`src/imu_acc_pkg.sv`:
```
// ============================================================================
// imu_acc_pkg: shared types and constants of the sensor burst-read accumulator
// Holds command and bus action codes, frame constants and the operation record
// that travels from the sequencing front end to the accumulating back end.
// ============================================================================
package imu_acc_pkg;

  localparam logic [1:0] CMD_TRIGGER = 2'd0;
  localparam logic [1:0] CMD_BUS_DONE = 2'd1;
  localparam logic [1:0] CMD_CLEAR = 2'd2;

  localparam logic [7:0] DEV_ADDR_RST = 8'd208;
  localparam logic [7:0] ADDR_WR_MASK = 8'hFE;
  localparam logic [7:0] ADDR_RD_BIT = 8'h01;
  localparam logic [7:0] DATA_REG = 8'h3B;
  localparam logic [3:0] FRAME_LEN = 4'd14;
  localparam int unsigned NUM_CH = 7;
  localparam int unsigned QUEUE_DEPTH = 2;

  typedef enum logic [2:0] {
    ACT_NONE    = 3'd0,
    ACT_START   = 3'd1,
    ACT_TX      = 3'd2,
    ACT_RSTART  = 3'd3,
    ACT_RX      = 3'd4,
    ACT_ACK     = 3'd5,
    ACT_NACK    = 3'd6,
    ACT_RELEASE = 3'd7
  } bus_action_e;

  typedef struct packed {
    bus_action_e action;
    logic [7:0]  tx_byte;
    logic        wr_en;
    logic [3:0]  wr_pos;
    logic [7:0]  wr_byte;
    logic        take;
    logic        clear;
  } op_t;

endpackage

```
`src/i2c_imu_burst_read_accumulator_core.sv`:
```
// ============================================================================
// i2c_imu_burst_read_accumulator_core: sensor burst-read sequencer top level
// Drives an I2C master through a 14-byte register burst read and sums frames.
// ============================================================================
// Usage:
// Each input beat on s_axis carries one command (tuser) with bus flags and the
// received byte (tdata). Every input beat yields exactly one output beat on
// m_axis: the bus action to perform and its byte, a frame-done flag, the seven
// channel sums and the two frame counters.
// The user loads the device address register through cfg_we_i and cfg_wdata_i
// only while no beats are in flight; the block itself does not enforce this.
// From input beat to output beat, the front end steps the sequence and queues
// an operation, and the back end executes it into the output register. One
// beat per cycle is sustained in both directions while m_axis_tready stays high;
// a frame completion does its seven 32-bit adds at once in the back end.
// When m_axis_tready is low the output register holds, the two-entry queue
// fills and s_axis_tready drops once it is full.
// Reset clears the sequence state, sums and counters, and restores the device
// address to its default. No clearing pass is needed.
// ============================================================================
module i2c_imu_burst_read_accumulator_core import imu_acc_pkg::*; (
  input  logic         clk_i,
  input  logic         rst_ni,
  input  logic         cfg_we_i,
  input  logic [7:0]   cfg_wdata_i,
  input  logic         s_axis_tvalid,
  output logic         s_axis_tready,
  // tdata: bus_free, nack_seen, bus_collision, write_collision, read_overflow,
  // rx_byte[7:0], zero fill.
  input  logic [15:0]  s_axis_tdata,
  // tuser: command[1:0].
  input  logic [1:0]   s_axis_tuser,
  output logic         m_axis_tvalid,
  input  logic         m_axis_tready,
  // tdata: tx_byte, sum_accel_x, sum_accel_y, sum_accel_z, sum_temperature,
  // sum_gyro_x, sum_gyro_y, sum_gyro_z, accumulated_frames, total_frames.
  output logic [263:0] m_axis_tdata,
  // tuser: bus_action[2:0], frame_done.
  output logic [3:0]   m_axis_tuser
);

  logic        push_valid;
  logic        push_ready;
  op_t         push_op;
  logic        pop_valid;
  logic        pop_ready;
  op_t         pop_op;
  logic        in_err;
  bus_action_e out_action;
  logic [7:0]  out_tx_byte;
  logic        out_done;
  logic [31:0] out_sums [NUM_CH];
  logic [15:0] out_ready_count;
  logic [15:0] out_frame_count;

  assign in_err = |s_axis_tdata[4:1];

  imu_acc_front u_front (
    .clk_i         (clk_i),
    .rst_ni        (rst_ni),
    .cfg_we_i      (cfg_we_i),
    .cfg_wdata_i   (cfg_wdata_i),
    .in_valid_i    (s_axis_tvalid),
    .in_cmd_i      (s_axis_tuser),
    .in_bus_free_i (s_axis_tdata[0]),
    .in_err_i      (in_err),
    .in_rx_byte_i  (s_axis_tdata[12:5]),
    .push_ready_i  (push_ready),
    .in_ready_o    (s_axis_tready),
    .push_valid_o  (push_valid),
    .push_op_o     (push_op)
  );

  imu_acc_queue u_queue (
    .clk_i        (clk_i),
    .rst_ni       (rst_ni),
    .push_valid_i (push_valid),
    .push_op_i    (push_op),
    .push_ready_o (push_ready),
    .pop_valid_o  (pop_valid),
    .pop_ready_i  (pop_ready),
    .pop_op_o     (pop_op)
  );

  imu_acc_back u_back (
    .clk_i             (clk_i),
    .rst_ni            (rst_ni),
    .pop_valid_i       (pop_valid),
    .pop_op_i          (pop_op),
    .pop_ready_o       (pop_ready),
    .out_valid_o       (m_axis_tvalid),
    .out_ready_i       (m_axis_tready),
    .out_action_o      (out_action),
    .out_tx_byte_o     (out_tx_byte),
    .out_done_o        (out_done),
    .out_sums_o        (out_sums),
    .out_ready_count_o (out_ready_count),
    .out_frame_count_o (out_frame_count)
  );

  assign m_axis_tuser = {out_done, out_action};
  assign m_axis_tdata = {out_frame_count, out_ready_count,
                         out_sums[6], out_sums[5], out_sums[4], out_sums[3],
                         out_sums[2], out_sums[1], out_sums[0], out_tx_byte};

endmodule

```
`src/imu_acc_front.sv`:
```
// ============================================================================
// imu_acc_front: bus sequencing front end
// Accepts command beats, steps the burst-read sequence and emits one operation
// record per beat for the back end.
// ============================================================================
module imu_acc_front import imu_acc_pkg::*; (
  input  logic       clk_i,
  input  logic       rst_ni,
  input  logic       cfg_we_i,
  input  logic [7:0] cfg_wdata_i,
  input  logic       in_valid_i,
  input  logic [1:0] in_cmd_i,
  input  logic       in_bus_free_i,
  input  logic       in_err_i,
  input  logic [7:0] in_rx_byte_i,
  input  logic       push_ready_i,
  output logic       in_ready_o,
  output logic       push_valid_o,
  output op_t        push_op_o
);

  localparam logic [2:0] PH_WR_ADDR = 3'd0;
  localparam logic [2:0] PH_REG = 3'd1;
  localparam logic [2:0] PH_RSTART = 3'd2;
  localparam logic [2:0] PH_RD_ADDR = 3'd3;
  localparam logic [2:0] PH_FIRST_RX = 3'd4;
  localparam logic [2:0] PH_BYTE = 3'd5;
  localparam logic [2:0] PH_NEXT_RX = 3'd6;
  localparam logic [2:0] PH_FINISH = 3'd7;

  logic [7:0] dev_addr_q;
  logic [2:0] phase_q, phase_d;
  logic       active_q, active_d;
  logic [3:0] pos_q, pos_d;
  logic [3:0] pos_inc;
  logic       fire;
  op_t        op;

  assign in_ready_o = push_ready_i;
  assign fire = in_valid_i & push_ready_i;
  assign pos_inc = pos_q + 4'd1;
  assign push_valid_o = fire;
  assign push_op_o = op;

  always_comb begin
    phase_d = phase_q;
    active_d = active_q;
    pos_d = pos_q;
    op = '0;
    op.action = ACT_NONE;
    if (fire) begin
      case (in_cmd_i)
        CMD_TRIGGER: begin
          if (!active_q && in_bus_free_i) begin
            active_d = 1'b1;
            phase_d = PH_WR_ADDR;
            op.action = ACT_START;
          end
        end
        CMD_BUS_DONE: begin
          if (active_q) begin
            if (in_err_i) begin
              active_d = 1'b0;
              op.action = ACT_RELEASE;
            end else begin
              case (phase_q)
                PH_WR_ADDR: begin
                  op.action = ACT_TX;
                  op.tx_byte = dev_addr_q & ADDR_WR_MASK;
                  phase_d = PH_REG;
                end
                PH_REG: begin
                  op.action = ACT_TX;
                  op.tx_byte = DATA_REG;
                  phase_d = PH_RSTART;
                end
                PH_RSTART: begin
                  op.action = ACT_RSTART;
                  phase_d = PH_RD_ADDR;
                end
                PH_RD_ADDR: begin
                  op.action = ACT_TX;
                  op.tx_byte = dev_addr_q | ADDR_RD_BIT;
                  phase_d = PH_FIRST_RX;
                end
                PH_FIRST_RX: begin
                  pos_d = 4'd0;
                  op.action = ACT_RX;
                  phase_d = PH_BYTE;
                end
                PH_BYTE: begin
                  op.wr_en = (pos_q < FRAME_LEN);
                  op.wr_pos = pos_q;
                  op.wr_byte = in_rx_byte_i;
                  pos_d = pos_inc;
                  if (pos_inc < FRAME_LEN) begin
                    op.action = ACT_ACK;
                    phase_d = PH_NEXT_RX;
                  end else begin
                    op.action = ACT_NACK;
                    phase_d = PH_FINISH;
                  end
                end
                PH_NEXT_RX: begin
                  op.action = ACT_RX;
                  phase_d = PH_BYTE;
                end
                default: begin
                  active_d = 1'b0;
                  op.action = ACT_RELEASE;
                  op.take = 1'b1;
                end
              endcase
            end
          end
        end
        CMD_CLEAR: begin
          op.clear = 1'b1;
        end
        default: begin
          op.action = ACT_NONE;
        end
      endcase
    end
  end

  always_ff @(posedge clk_i or negedge rst_ni) begin
    if (!rst_ni) begin
      dev_addr_q <= DEV_ADDR_RST;
      phase_q <= PH_WR_ADDR;
      active_q <= 1'b0;
      pos_q <= 4'd0;
    end else begin
      if (cfg_we_i) begin
        dev_addr_q <= cfg_wdata_i;
      end
      phase_q <= phase_d;
      active_q <= active_d;
      pos_q <= pos_d;
    end
  end

endmodule

```
`src/imu_acc_queue.sv`:
```
// ============================================================================
// imu_acc_queue: operation queue
// A two-entry first-in first-out buffer between front end and back end.
// ============================================================================
module imu_acc_queue import imu_acc_pkg::*; (
  input  logic clk_i,
  input  logic rst_ni,
  input  logic push_valid_i,
  input  op_t  push_op_i,
  output logic push_ready_o,
  output logic pop_valid_o,
  input  logic pop_ready_i,
  output op_t  pop_op_o
);

  op_t        mem_q [QUEUE_DEPTH];
  logic       wr_ptr_q;
  logic       rd_ptr_q;
  logic [1:0] count_q;
  logic       push;
  logic       pop;

  assign push_ready_o = (count_q != 2'(QUEUE_DEPTH));
  assign pop_valid_o = (count_q != 2'd0);
  assign pop_op_o = mem_q[rd_ptr_q];
  assign push = push_valid_i & push_ready_o;
  assign pop = pop_valid_o & pop_ready_i;

  always_ff @(posedge clk_i) begin
    if (push) begin
      mem_q[wr_ptr_q] <= push_op_i;
    end
  end

  always_ff @(posedge clk_i or negedge rst_ni) begin
    if (!rst_ni) begin
      wr_ptr_q <= 1'b0;
      rd_ptr_q <= 1'b0;
      count_q <= 2'd0;
    end else begin
      if (push) begin
        wr_ptr_q <= ~wr_ptr_q;
      end
      if (pop) begin
        rd_ptr_q <= ~rd_ptr_q;
      end
      if (push && !pop) begin
        count_q <= count_q + 2'd1;
      end else if (pop && !push) begin
        count_q <= count_q - 2'd1;
      end
    end
  end

endmodule

```
`src/imu_acc_back.sv`:
```
// ============================================================================
// imu_acc_back: frame store, accumulator and result register
// Executes queued operations: stores received bytes, assembles and sums frames
// and presents one result beat per operation.
// ============================================================================
module imu_acc_back import imu_acc_pkg::*; (
  input  logic        clk_i,
  input  logic        rst_ni,
  input  logic        pop_valid_i,
  input  op_t         pop_op_i,
  output logic        pop_ready_o,
  output logic        out_valid_o,
  input  logic        out_ready_i,
  output bus_action_e out_action_o,
  output logic [7:0]  out_tx_byte_o,
  output logic        out_done_o,
  output logic [31:0] out_sums_o [NUM_CH],
  output logic [15:0] out_ready_count_o,
  output logic [15:0] out_frame_count_o
);

  logic [7:0]  frame_q [FRAME_LEN];
  logic [31:0] sums_q [NUM_CH];
  logic [31:0] sums_d [NUM_CH];
  logic [31:0] words [NUM_CH];
  logic [15:0] ready_count_q, ready_count_d;
  logic [15:0] frame_count_q, frame_count_d;
  logic        valid_q;
  bus_action_e action_q;
  logic [7:0]  tx_q;
  logic        done_q;
  logic        pop;

  function automatic logic [31:0] word_ext(input logic [7:0] hi, input logic [7:0] lo,
                                           input logic neg);
    logic [15:0] w;
    begin
      w = {hi, lo};
      if (neg) begin
        w = 16'd0 - w;
      end
      word_ext = {{16{w[15]}}, w};
    end
  endfunction

  assign pop_ready_o = !valid_q || out_ready_i;
  assign pop = pop_valid_i & pop_ready_o;

  assign words[0] = word_ext(frame_q[2], frame_q[3], 1'b1);
  assign words[1] = word_ext(frame_q[0], frame_q[1], 1'b1);
  assign words[2] = word_ext(frame_q[4], frame_q[5], 1'b1);
  assign words[3] = word_ext(frame_q[6], frame_q[7], 1'b0);
  assign words[4] = word_ext(frame_q[10], frame_q[11], 1'b1);
  assign words[5] = word_ext(frame_q[8], frame_q[9], 1'b1);
  assign words[6] = word_ext(frame_q[12], frame_q[13], 1'b1);

  always_comb begin
    ready_count_d = ready_count_q;
    frame_count_d = frame_count_q;
    for (int i = 0; i < NUM_CH; i++) begin
      sums_d[i] = sums_q[i];
    end
    if (pop_op_i.take) begin
      frame_count_d = frame_count_q + 16'd1;
      ready_count_d = ready_count_q + 16'd1;
      for (int i = 0; i < NUM_CH; i++) begin
        sums_d[i] = (ready_count_q == 16'd0) ? words[i] : sums_q[i] + words[i];
      end
    end else if (pop_op_i.clear) begin
      ready_count_d = 16'd0;
    end
  end

  always_ff @(posedge clk_i) begin
    if (pop && pop_op_i.wr_en) begin
      frame_q[pop_op_i.wr_pos] <= pop_op_i.wr_byte;
    end
    if (pop) begin
      action_q <= pop_op_i.action;
      tx_q <= pop_op_i.tx_byte;
      done_q <= pop_op_i.take;
    end
  end

  always_ff @(posedge clk_i or negedge rst_ni) begin
    if (!rst_ni) begin
      valid_q <= 1'b0;
      ready_count_q <= 16'd0;
      frame_count_q <= 16'd0;
      for (int i = 0; i < NUM_CH; i++) begin
        sums_q[i] <= 32'd0;
      end
    end else begin
      if (pop) begin
        valid_q <= 1'b1;
        ready_count_q <= ready_count_d;
        frame_count_q <= frame_count_d;
        for (int i = 0; i < NUM_CH; i++) begin
          sums_q[i] <= sums_d[i];
        end
      end else if (out_ready_i) begin
        valid_q <= 1'b0;
      end
    end
  end

  assign out_valid_o = valid_q;
  assign out_action_o = action_q;
  assign out_tx_byte_o = tx_q;
  assign out_done_o = done_q;
  assign out_sums_o = sums_q;
  assign out_ready_count_o = ready_count_q;
  assign out_frame_count_o = frame_count_q;

`ifndef SYNTHESIS
  a_done_is_release: assert property (@(posedge clk_i) disable iff (!rst_ni)
    (valid_q && done_q) |-> (action_q == ACT_RELEASE))
    else $error("Frame completion without bus release.");

  a_take_counts: assert property (@(posedge clk_i) disable iff (!rst_ni)
    (pop && pop_op_i.take) |=> (frame_count_q == $past(frame_count_q) + 16'd1))
    else $error("Frame counter did not advance on a completed frame.");

  a_clear_zeroes: assert property (@(posedge clk_i) disable iff (!rst_ni)
    (pop && pop_op_i.clear) |=> (ready_count_q == 16'd0))
    else $error("Accumulation count not cleared.");

  a_stall_holds_sums: assert property (@(posedge clk_i) disable iff (!rst_ni)
    (valid_q && !out_ready_i) |=> $stable(sums_q[0]) && $stable(ready_count_q))
    else $error("Sums changed while a result beat was stalled.");
`endif

endmodule

```
`config.mk`:
```
export PLATFORM = sky130hd
export DESIGN_NAME = i2c_imu_burst_read_accumulator_core
export DESIGN_NICKNAME = d
export VERILOG_FILES = /design/src/imu_acc_pkg.sv /design/src/i2c_imu_burst_read_accumulator_core.sv /design/src/imu_acc_front.sv /design/src/imu_acc_queue.sv /design/src/imu_acc_back.sv
export SDC_FILE = /design/constraint.sdc
export NUM_CORES = 1
export LEC_CHECK = 0
export BUFFER_PORTS_ARGS = -buffer_cell sky130_fd_sc_hd__buf_2
export CAP_MARGIN = 25
export CORE_MARGIN = 10
export CORE_UTILIZATION = 60
export DETAILED_ROUTE_END_ITERATION = 8
export PLACE_DENSITY = 0.84
export REMOVE_ABC_BUFFERS = 1
export SLEW_MARGIN = 20
export SYNTH_ARGS = -nofsm -noshare
export SYNTH_HDL_FRONTEND = slang
export SYNTH_SLANG_ARGS = --single-unit
```
`constraint.sdc`:
```
create_clock -name clk_i -period 6.7 [get_ports clk_i]
set_clock_uncertainty 0.2 [all_clocks]
set_input_delay 0.335 -clock clk_i [delete_from_list [all_inputs] [get_ports clk_i]]
set_output_delay 0.335 -clock clk_i [all_outputs]
set_load 0.02 [all_outputs]
```
==> reports/metrics.csv, run 1 <==
metric;value;unit
fmax;184;MHz
CTS sink cnt;452;
Synth Area per Inst;9.05;um^2
MaxCap Viol Count;0;
reg2reg setup slack;1.26;ns
Cell Area, Synth;30500;um^2
post-DR wirelength/cell;18.6;um
Overflow after GRT;0;
WP data arrival;5.77;ns
worst r2r dst;u_back.out_sums_o[30]$_DFFE_PN0P_;
Post-DP HPWL;55.8;mm
Routed WL;80.8;mm
leading cell type in the layout, fill and taps excluded;nand2_1;
Critical Path Start;u_back.frame_q[12][1]$_DFFE_PP_;
Filler cells;3900;
DIE WIDTH;246;um
clock latency on the worst-skew pair;0.60;ns
final core occ;68.7;%
number of global-route vias before repair;24800;
Crit Reg-Reg Startpoint;u_back.frame_q[12][1]$_DFFE_PP_;
R2R cell count;16;
Crit-path slowest cell;or4_1;
Worst setup EP type;register;
Max FO, Critical Path;23;
layout cells sized above 1;12.9;%
pwr/cell area;516;nW/um^2
Top Ports;301;
total power;17.8;mW
number of setup buffers added after CTS;0;
DR iter-0 viols;1704;
FF+latch area;12200;um^2
GRT Util Overall;25.9;%
Post-synth EDFFs;176;
Final Max Slew Viols;0;
Distinct cells, synth;94;
Num CTS Buffers;51;
Starting Density;60.8;%
critical path required time;7.02;ns
core area;50300;um^2
ys async rst share;61.1;%
CTS tree;yes;
initial antenna violation count;1;
Clk pin slew, worst setup/hold paths;0.06;ns
first-pass GRT wire length;129;mm
area growth from synthesis to layout;13.1;%
die height;246;um
CP endpoint;u_back.out_sums_o[30]$_DFFE_PN0P_;
P_leak;15.4;nW
#FFs+latches synth;452;
final setup fails;0;
Yosys Warn Count;0;
Hold Fails Final Rpt;0;
H-tree depth;2;
worst hold slack;0.0955;ns
Peak supply drop;305;uV
Root Buffer;clkbuf_16;
PortBufs;296;
fin crit period;5.44;ns
fin nets;3921;
Synth top area share;22.4;%
standard-cell rows;82;
HP Class;in -> async;
GPL Wtd Cong;0.929;
CP max stage delay;0.58;ns
drt first pass iters;6;
die area;60300;um^2
Synth Flop Type;dfrtp_1;
Crit Path Category;reg -> reg;
Via density;6.05;
CTS max path bufs;3;
Startpoint Class;register;
Period Utilization, post-route;81.2;%
number of remaining DRC errors;0;
Worst-Margin Slew;1.14;ns
Synth area leaders;dfrtp_1, edfxtp_1, ha_1;
post-route ant nets;0;
largest net degree at the start of global routing;168;
CP Cell Sequence;or4_1 -> or3_1 -> or4_1 -> nor3_2 -> xnor2_4 -> ha_1 -> and4_1 -> nand3_1 -> nor4_1 -> o221ai_1 -> o311ai_1 -> a21oi_1 -> o21ai_1 -> and3b_1 -> o21ai_1 -> a31oi_1;
most frequent cells in the layout;nand2_1, a21oi_1, nor2_1;
Multi-input gate area;17600;um^2
leading area contributor after synthesis;dfrtp_1;
Inserted Diodes;0;
register area share after synthesis;39.9;%
status;finished clean;
RSZ-0062 raised after global routing;no;
slew margin rel.;23.8;%
vias;26300;
Synth Instances;3375;
[sequential cells by signal (all words and copies together) (netlist names)]
name,flops
u_back.out_ready_count_o,16
u_back.out_action_o,3
u_front.active_q,1
u_queue.wr_ptr_q,1
u_front.phase_q,3
u_back.out_valid_o,1
u_queue.mem_q,52
u_back.out_done_o,1
u_front.pos_q,4
u_back.frame_q,112
u_queue.count_q,2
u_back.out_frame_count_o,16
u_queue.rd_ptr_q,1
u_back.out_tx_byte_o,8
u_back.out_sums_o,224
u_front.dev_addr_q,7
[how the worst min path moves through the flow]
stage / endpoint / slack, ns / cells after the start
5_1_grt: u_front.pos_q[2]$_DFFE_PN0P_ / 0.12 / 4
4_1_cts: u_front.pos_q[2]$_DFFE_PN0P_ / 0.03 / 4
3_3_place_gp: u_back.out_sums_o[34]$_DFFE_PN0P_ / 0.17 / 1
3_5_place_dp: u_back.out_sums_o[34]$_DFFE_PN0P_ / 0.19 / 1
6_report: u_back.out_sums_o[32]$_DFFE_PN0P_ / 0.1 / 2
2_1_floorplan: u_back.out_frame_count_o[0]$_DFFE_PN0P_ / -0.16 / 0
[timing repair]
item                                   CTS  global route
gates resized for setup                  0             0
hold buffers                            29             0
endpoints found under the hold margin  113             0
[where the power goes]
part           internal, mW  switching [mW]  total [mW]
sequential             3.86           0.755        4.61
combinational          3.90            6.50        10.4
clock                  1.63            1.17        2.80
total                  9.39            8.43        17.8
[area by class of cell]
class	count	share of cell area, %
clock buffers	67	4.08
repair buffers	346	5.72
clock inverters	29	0.742
well taps	672	2.43
inverters	76	0.826
multi-input cells	2710	50.9
flip-flops and latches	452	35.3
[cell families (layout without fill, tap and decap cells)]
kind of cell	Yosys count	count (layout)	synth area share (%)
fa+ha+maj	253	253	10.5
buf+inv	213	518	2.67
compound gates	1055	1055	21.2
xor+xnor	277	277	7.97
flops	452	452	39.9
mux	42	42	1.50
simple gates	1083	1083	16.2
[cells in the mapped netlist (31+ instances only)]
| master | count |
|---|---|
| nand2b_1 | 31 |
| ha_1 | 246 |
| and2_1 | 32 |
| nand3_1 | 70 |
| xor2_1 | 109 |
| xnor2_1 | 167 |
| clkbuf_1 | 115 |
| a21o_1 | 137 |
| dfrtp_1 | 273 |
| a21oi_1 | 358 |
| edfxtp_1 | 176 |
| inv_1 | 76 |
| nand2_1 | 388 |
| nor3_1 | 59 |
| nor2_1 | 311 |
| o21ai_0 | 258 |
| a31oi_1 | 60 |
[critical path: cells and delay by family, from the launching register on]
kind,cells,cell delay [ns]
DFF,1,0.42
AOI/OAI and AO/OA,6,1.32
adders and majority gates,1,0.48
and+or+nand+nor,8,2.68
xor gates and xnor gates,1,0.27
[per-stage QoR]
stage	setup WS [ns]	TNS [ns]	area, um^2	instances
6_report	1.26	0	34600	4352
5_1_grt	0.800	0	34600	4352
4_1_cts	1.23	0	34500	4352
3_5_place_dp	1.25	0	32600	4227
3_3_place_gp	1.46	0	32600	4227
2_1_floorplan	-0.639	-41.43	30000	3238
[routing by layer]
metal | share of wire (%) | vias up | GRT usage (%)
li1 | - | 12800 | -
met5 | 0 | - | 0
met4 | 3.3 | 0 | 9.86
met3 | 7.2 | 171 | 5.01
met1 | 43 | 12500 | 33.6
met2 | 47 | 855 | 42.2
Power figures use the tool's default switching activity.
==> run 2, diff against run 1 <==
--- a/config.mk
+++ b/config.mk
@@ -8,9 +8,9 @@
 export BUFFER_PORTS_ARGS = -buffer_cell sky130_fd_sc_hd__buf_2
 export CAP_MARGIN = 25
 export CORE_MARGIN = 10
-export CORE_UTILIZATION = 60
+export CORE_UTILIZATION = 55
 export DETAILED_ROUTE_END_ITERATION = 8
-export PLACE_DENSITY = 0.84
+export PLACE_DENSITY = 0.81
 export REMOVE_ABC_BUFFERS = 1
 export SLEW_MARGIN = 20
 export SYNTH_ARGS = -nofsm -noshare
==> constraint.sdc (replaced) <==
create_clock -name clk_i -period 4.4 [get_ports clk_i]
set_clock_uncertainty 0.2 [all_clocks]
set_input_delay 0.22 -clock clk_i [delete_from_list [all_inputs] [get_ports clk_i]]
set_output_delay 0.22 -clock clk_i [all_outputs]
set_load 0.02 [all_outputs]
==> run 2 against run 1 <==
Compared with the run above:
- the flow now finishes with violations (hold timing, setup timing)
- sequential power up 55%
- global-route usage shrank 0.61 points
- critical path depth is 1 higher
- clock power is 65% higher
- register-to-register slack got worse by 1.5 ns
- setup slack worse by 1.5 ns
- worst hold slack worse by 0.098 ns
- routed wire length grew 9.3%
- combinational power up 72%
- critical path type unchanged
- critical endpoint is now u_back.out_sums_o[28]$_DFFE_PN0P_
==> reports/metrics.csv, run 2 (same netlist as run 1, synthesis figures left out) <==
metric;value;unit
CTS sink cnt;452;
Starting Density;55.4;%
die height;256;um
P_leak;17.0;nW
FF+latch area;12200;um^2
Overflow after GRT;0;
die area;65400;um^2
initial antenna violation count;0;
CP max stage delay;0.55;ns
Max FO, Critical Path;5;
Inserted Diodes;0;
status;finished, violations left;
final setup fails;10;
GPL Wtd Cong;0.930;
Critical path buffers and inverters;0;
fmax;217;MHz
Root Buffer;clkbuf_16;
drt first pass iters;6;
most frequent cells in the layout;nand2_1, a21oi_1, nor2_1;
DIE WIDTH;256;um
Top Ports;301;
DR iter-0 viols;1667;
WP data arrival;4.87;ns
vias;27600;
Worst-Margin Slew;0.971;ns
Crit-path slowest cell;or4_4;
Crit Reg-Reg Startpoint;u_back.frame_q[12][1]$_DFFE_PP_;
first-pass GRT wire length;138;mm
HP Class;in -> async;
layout cells sized above 1;24.0;%
fin nets;4194;
leading cell type in the layout, fill and taps excluded;nand2_1;
kind of cell adding the most delay to the critical path;simple AND/OR/NAND/NOR gates;
RSZ-0062 raised after global routing;yes;
max reg flops;224;
largest net degree at the start of global routing;96;
Worst setup EP type;register;
core area;55100;um^2
Post-DP HPWL;60.6;mm
most common cell type on the critical path;a21o_1;
worst hold slack;-0.00215;ns
Final Max Slew Viols;0;
critical path required time;4.67;ns
Crit Path Category;reg -> reg;
Peak supply drop;516;uV
Startpoint Class;register;
Clk pin slew, worst setup/hold paths;0.06;ns
final core occ;69.7;%
MaxCap Viol Count;0;
setup slack after layout;-0.199;ns
reg2reg setup slack;-0.20;ns
worst r2r dst;u_back.out_sums_o[28]$_DFFE_PN0P_;
R2R cell count;17;
area growth from synthesis to layout;25.6;%
failing checks;hold timing, setup timing;
H-tree depth;2;
CP Cell Sequence;or4_4 -> or3_4 -> or4_4 -> nor3_4 -> xnor2_4 -> ha_4 -> a21o_1 -> a21o_1 -> a221oi_2 -> nand2_1 -> o221ai_4 -> o311ai_4 -> a21oi_2 -> o21bai_1 -> a21o_1 -> xnor2_1 -> o22ai_1;
post-route ant nets;0;
slew margin rel.;35.3;%
Filler cells;4136;
CTS tree;yes;
Period Utilization, post-route;105;%
clock latency on the worst-skew pair;0.61;ns
Multi-input gate area;18900;um^2
pwr/cell area;774;nW/um^2
number of global-route vias before repair;26700;
standard-cell rows;86;
Hold Fails Final Rpt;3;
number of remaining DRC errors;0;
fin crit period;4.60;ns
Num CTS Buffers;51;
post-DR wirelength/cell;18.8;um
Non-Filler Instances;4701;
Routed WL;88.3;mm
GRT Util Overall;25.3;%
Via density;5.88;
PortBufs;296;
Placed Cells;4513;
CTS max path bufs;3;
-- run 2: changes by cell type in the layout (fill, tap and decap cells not counted), moves of 10 or more --
| cell | change |
|---|---|
| o21ai_2 | +10 |
| ha_4 | +34 |
| buf_12 | +10 |
| nor2_1 | -10 |
| o21ai_0 | -19 |
| buf_6 | +10 |
| a21oi_2 | +36 |
| clkbuf_1 | -10 |
| buf_4 | +248 |
| a21oi_1 | -36 |
| ha_1 | -41 |
-- run 2: power by group --
| part | switching, mW | leakage (nW) | internal, mW |
|---|---|---|---|
| clock | 1.90 | 0.879 | 2.73 |
| sequential | 1.27 | 5.02 | 5.87 |
| combinational | 10.7 | 11.1 | 7.23 |
| total | 13.9 | 17.0 | 15.8 |
-- run 2: worst max path at each step --
| stage | depth (start not counted) | start | slack, ns | endpoint |
|---|---|---|---|---|
| 2_1_floorplan | 6 | u_queue.rd_ptr_q$_DFFE_PN0P_ | -2.94 | u_back.out_ready_count_o[9]$_DFFE_PN0P_ |
| 3_3_place_gp | 17 | u_back.frame_q[12][1]$_DFFE_PP_ | -0.25 | u_back.out_sums_o[30]$_DFFE_PN0P_ |
| 3_5_place_dp | 17 | u_back.frame_q[12][1]$_DFFE_PP_ | -0.28 | u_back.out_sums_o[30]$_DFFE_PN0P_ |
| 4_1_cts | 17 | u_back.frame_q[12][1]$_DFFE_PP_ | -0.18 | u_back.out_sums_o[30]$_DFFE_PN0P_ |
| 5_1_grt | 19 | u_back.frame_q[12][1]$_DFFE_PP_ | -0.42 | u_back.out_sums_o[31]$_DFFE_PN0P_ |
| 6_report | 17 | u_back.frame_q[12][1]$_DFFE_PP_ | -0.20 | u_back.out_sums_o[28]$_DFFE_PN0P_ |
-- run 2: layer usage --
| metal | share of wire (%) | routed length, um | GRT usage (%) |
|---|---|---|---|
| met1 | 43 | 37700 | 32.0 |
| met5 | 0 | 0 | 0 |
| met3 | 5.9 | 5230 | 4.53 |
| met2 | 48 | 42300 | 42.7 |
| met4 | 3.5 | 3080 | 9.18 |
-- run 2: cell type report --
type,count,area share (%)
clock buffer,52,3.34
clock inverter,44,1.41
inverter,76,0.750
multi-input combinational,2710,49.3
sequential,452,31.8
tap,748,2.44
timing repair buffer,619,11.0
-- run 2: repair_timing --
action,CTS,global route
cloned,0,1
endpoints found under the setup margin,24,55
hold endpoints to repair,132,0
pin swaps,41,108
hold buffers,32,0
setup buffers,18,45
resized for setup,80,187
-- run 2: through the flow --
stage	power, mW	worst slack, ns	hold slack [ns]	setup TNS [ns]	instance area (um^2)
2_1_floorplan	18.4	-2.94	-0.276	-577.67	30000
3_3_place_gp	23.3	-0.253	0.0931	-1.30	34400
3_5_place_dp	23.7	-0.284	0.103	-2.43	34400
4_1_cts	28.7	-0.180	0.0418	-0.751	37000
5_1_grt	31.9	-0.421	0.102	-4.80	38400
6_report	29.7	-0.199	-0.00215	-1.35	38400
==> run 3, diff against run 2 <==
--- a/config.mk
+++ b/config.mk
@@ -11,6 +11,7 @@
 export CORE_UTILIZATION = 55
 export DETAILED_ROUTE_END_ITERATION = 8
 export PLACE_DENSITY = 0.81
+export RECOVER_POWER = 100
 export REMOVE_ABC_BUFFERS = 1
 export SLEW_MARGIN = 20
 export SYNTH_ARGS = -nofsm -noshare
==> run 3 against run 2 <==
Compared with the run above:
- the flow finishes with violations (capacitance limit, slew limit, setup timing)
- register-to-register slack barely moved
- clock power barely moved
- count of clock-buffer cells in the layout did not move
- largest cell class unchanged
- highest routed layer unchanged
==> reports/metrics.csv, run 3 (same netlist as run 1, synthesis figures left out) <==
metric;value;unit
status;finished, violations left;
failing checks;capacitance limit, slew limit, setup timing;
PortBufs;296;
drt first pass iters;5;
fin crit period;4.60;ns
core area;55100;um^2
worst r2r dst;u_back.out_sums_o[28]$_DFFE_PN0P_;
final setup fails;10;
Worst-Margin Slew;2.56;ns
WP data arrival;4.87;ns
initial antenna violation count;1;
Starting Density;55.4;%
layout cells sized above 1;16.7;%
H-tree depth;2;
Hold Fails Final Rpt;0;
Hold Crit Start;s_axis_tdata[2];
Inserted Diodes;0;
first-pass GRT wire length;138;mm
MaxCap Viol Count;4;
die height;256;um
leading cell type in the layout, fill and taps excluded;nand2_1;
Root Buffer;clkbuf_16;
CTS sink cnt;452;
Overflow after GRT;0;
number of global-route vias before repair;26700;
CTS max path bufs;3;
Num CTS Buffers;51;
HP Class;in -> reg;
Clk pin slew, worst setup/hold paths;0.07;ns
die area;65400;um^2
Worst Hold End;u_queue.mem_q[0][24]$_DFFE_PP_;
slew margin rel.;-70.6;%
fin nets;4194;
vias;27600;
pre-CTS setup slack;-0.284;ns
setup slack after layout;-0.198;ns
critical path required time;4.67;ns
Max FO, Critical Path;5;
DIE WIDTH;256;um
largest net degree at the start of global routing;96;
most frequent cells in the layout;nand2_1, a21oi_1, nor2_1;
Crit Reg-Reg Startpoint;u_back.frame_q[12][1]$_DFFE_PP_;
Top Ports;301;
max reg flops;224;
hold depth;4;
Period Utilization, post-route;105;%
Via density;5.88;
GRT Util Overall;25.3;%
Peak supply drop;494;uV
post-DR wirelength/cell;18.8;um
area growth from synthesis to layout;24.2;%
P_leak;16.1;nW
reg2reg setup slack;-0.20;ns
final core occ;68.8;%
RSZ-0062 raised after global routing;yes;
number of remaining DRC errors;0;
Post-DP HPWL;60.6;mm
R2R cell count;17;
Startpoint Class;register;
pwr/cell area;775;nW/um^2
post-route ant nets;0;
Final Max Slew Viols;171;
Routed WL;88.4;mm
fmax;217;MHz
clock latency on the worst-skew pair;0.61;ns
DR iter-0 viols;1608;
CTS tree;yes;
standard-cell rows;86;
Crit Path Category;reg -> reg;
GPL Wtd Cong;0.930;
Worst setup EP type;register;
-- run 3: cell count changes in the layout (fill, tap and decap cells not counted), moves of 5 or more --
cell      delta
clkbuf_4     +5
buf_4        -9
mux2_1      +12
mux2_2      -12
buf_12       -5
buf_2      -270
clkbuf_1   +274
clkbuf_2     +6
-- run 3: per-stage QoR --
stage	total power [mW]	instance area (um^2)	TNS, ns	hold slack, ns	cells
2_1_floorplan	18.4	30000	-577.67	-0.276	3238
3_3_place_gp	23.3	34400	-1.30	0.0931	4513
3_5_place_dp	23.7	34400	-2.43	0.103	4513
4_1_cts	28.7	37000	-0.751	0.0418	4659
5_1_grt	31.6	37900	-5.68	0.138	4701
6_report	29.4	37900	-1.33	0.114	4701
-- run 3: per-layer routing --
layer	vias to the layer above	GRT usage [%]	wire (um)
met2	852	42.7	42400
li1	13300	-	-
met5	-	0	0
met3	195	4.53	5390
met1	13200	32.0	37500
met4	0	9.18	3110
-- run 3: worst max path at each step --
stage,startpoint,end,cells past startpoint
2_1_floorplan,u_queue.rd_ptr_q$_DFFE_PN0P_,u_back.out_ready_count_o[9]$_DFFE_PN0P_,6
3_3_place_gp,u_back.frame_q[12][1]$_DFFE_PP_,u_back.out_sums_o[30]$_DFFE_PN0P_,17
3_5_place_dp,u_back.frame_q[12][1]$_DFFE_PP_,u_back.out_sums_o[30]$_DFFE_PN0P_,17
4_1_cts,u_back.frame_q[12][1]$_DFFE_PP_,u_back.out_sums_o[30]$_DFFE_PN0P_,17
5_1_grt,u_back.frame_q[12][1]$_DFFE_PP_,u_back.out_sums_o[31]$_DFFE_PN0P_,19
6_report,u_back.frame_q[12][1]$_DFFE_PP_,u_back.out_sums_o[28]$_DFFE_PN0P_,17
-- run 3: cell type report --
| class | instances | area [um^2] |
|---|---|---|
| Inverter | 76 | 288 |
| Fill cell | 4302 | 17200 |
| Multi-Input combinational cell | 2710 | 18900 |
| Clock buffer | 52 | 1280 |
| Clock inverter | 44 | 541 |
| Sequential cell | 452 | 12200 |
| Timing Repair Buffer | 619 | 3780 |
| Tap cell | 748 | 936 |
-- run 3: timing repair --
| action | CTS | global route |
|---|---|---|
| setup buffers | 18 | 45 |
| resized for setup | 80 | 187 |
| hold buffers | 32 | 0 |
| setup endpoints to repair | 24 | 55 |
| cloned | 0 | 1 |
| hold endpoints to repair | 132 | 0 |
| pin swaps | 41 | 108 |
-- run 3: worst max-delay path, cell delays in order, from the launching register on --
cell,delay [ns]
edfxtp_1,0.39
or4_4,0.55
or3_4,0.34
or4_4,0.44
nor3_4,0.21
xnor2_4,0.21
ha_4,0.27
a21o_1,0.18
a21o_1,0.19
a221oi_2,0.26
nand2_1,0.15
o221ai_4,0.25
o311ai_4,0.11
a21oi_2,0.23
o21bai_1,0.11
a21o_1,0.17
xnor2_1,0.13
o22ai_1,0.09
-- run 3: power by group --
group / internal [mW] / switching, mW
Clock: 2.73 / 1.90
Sequential: 5.88 / 1.30
Combinational: 6.87 / 10.7
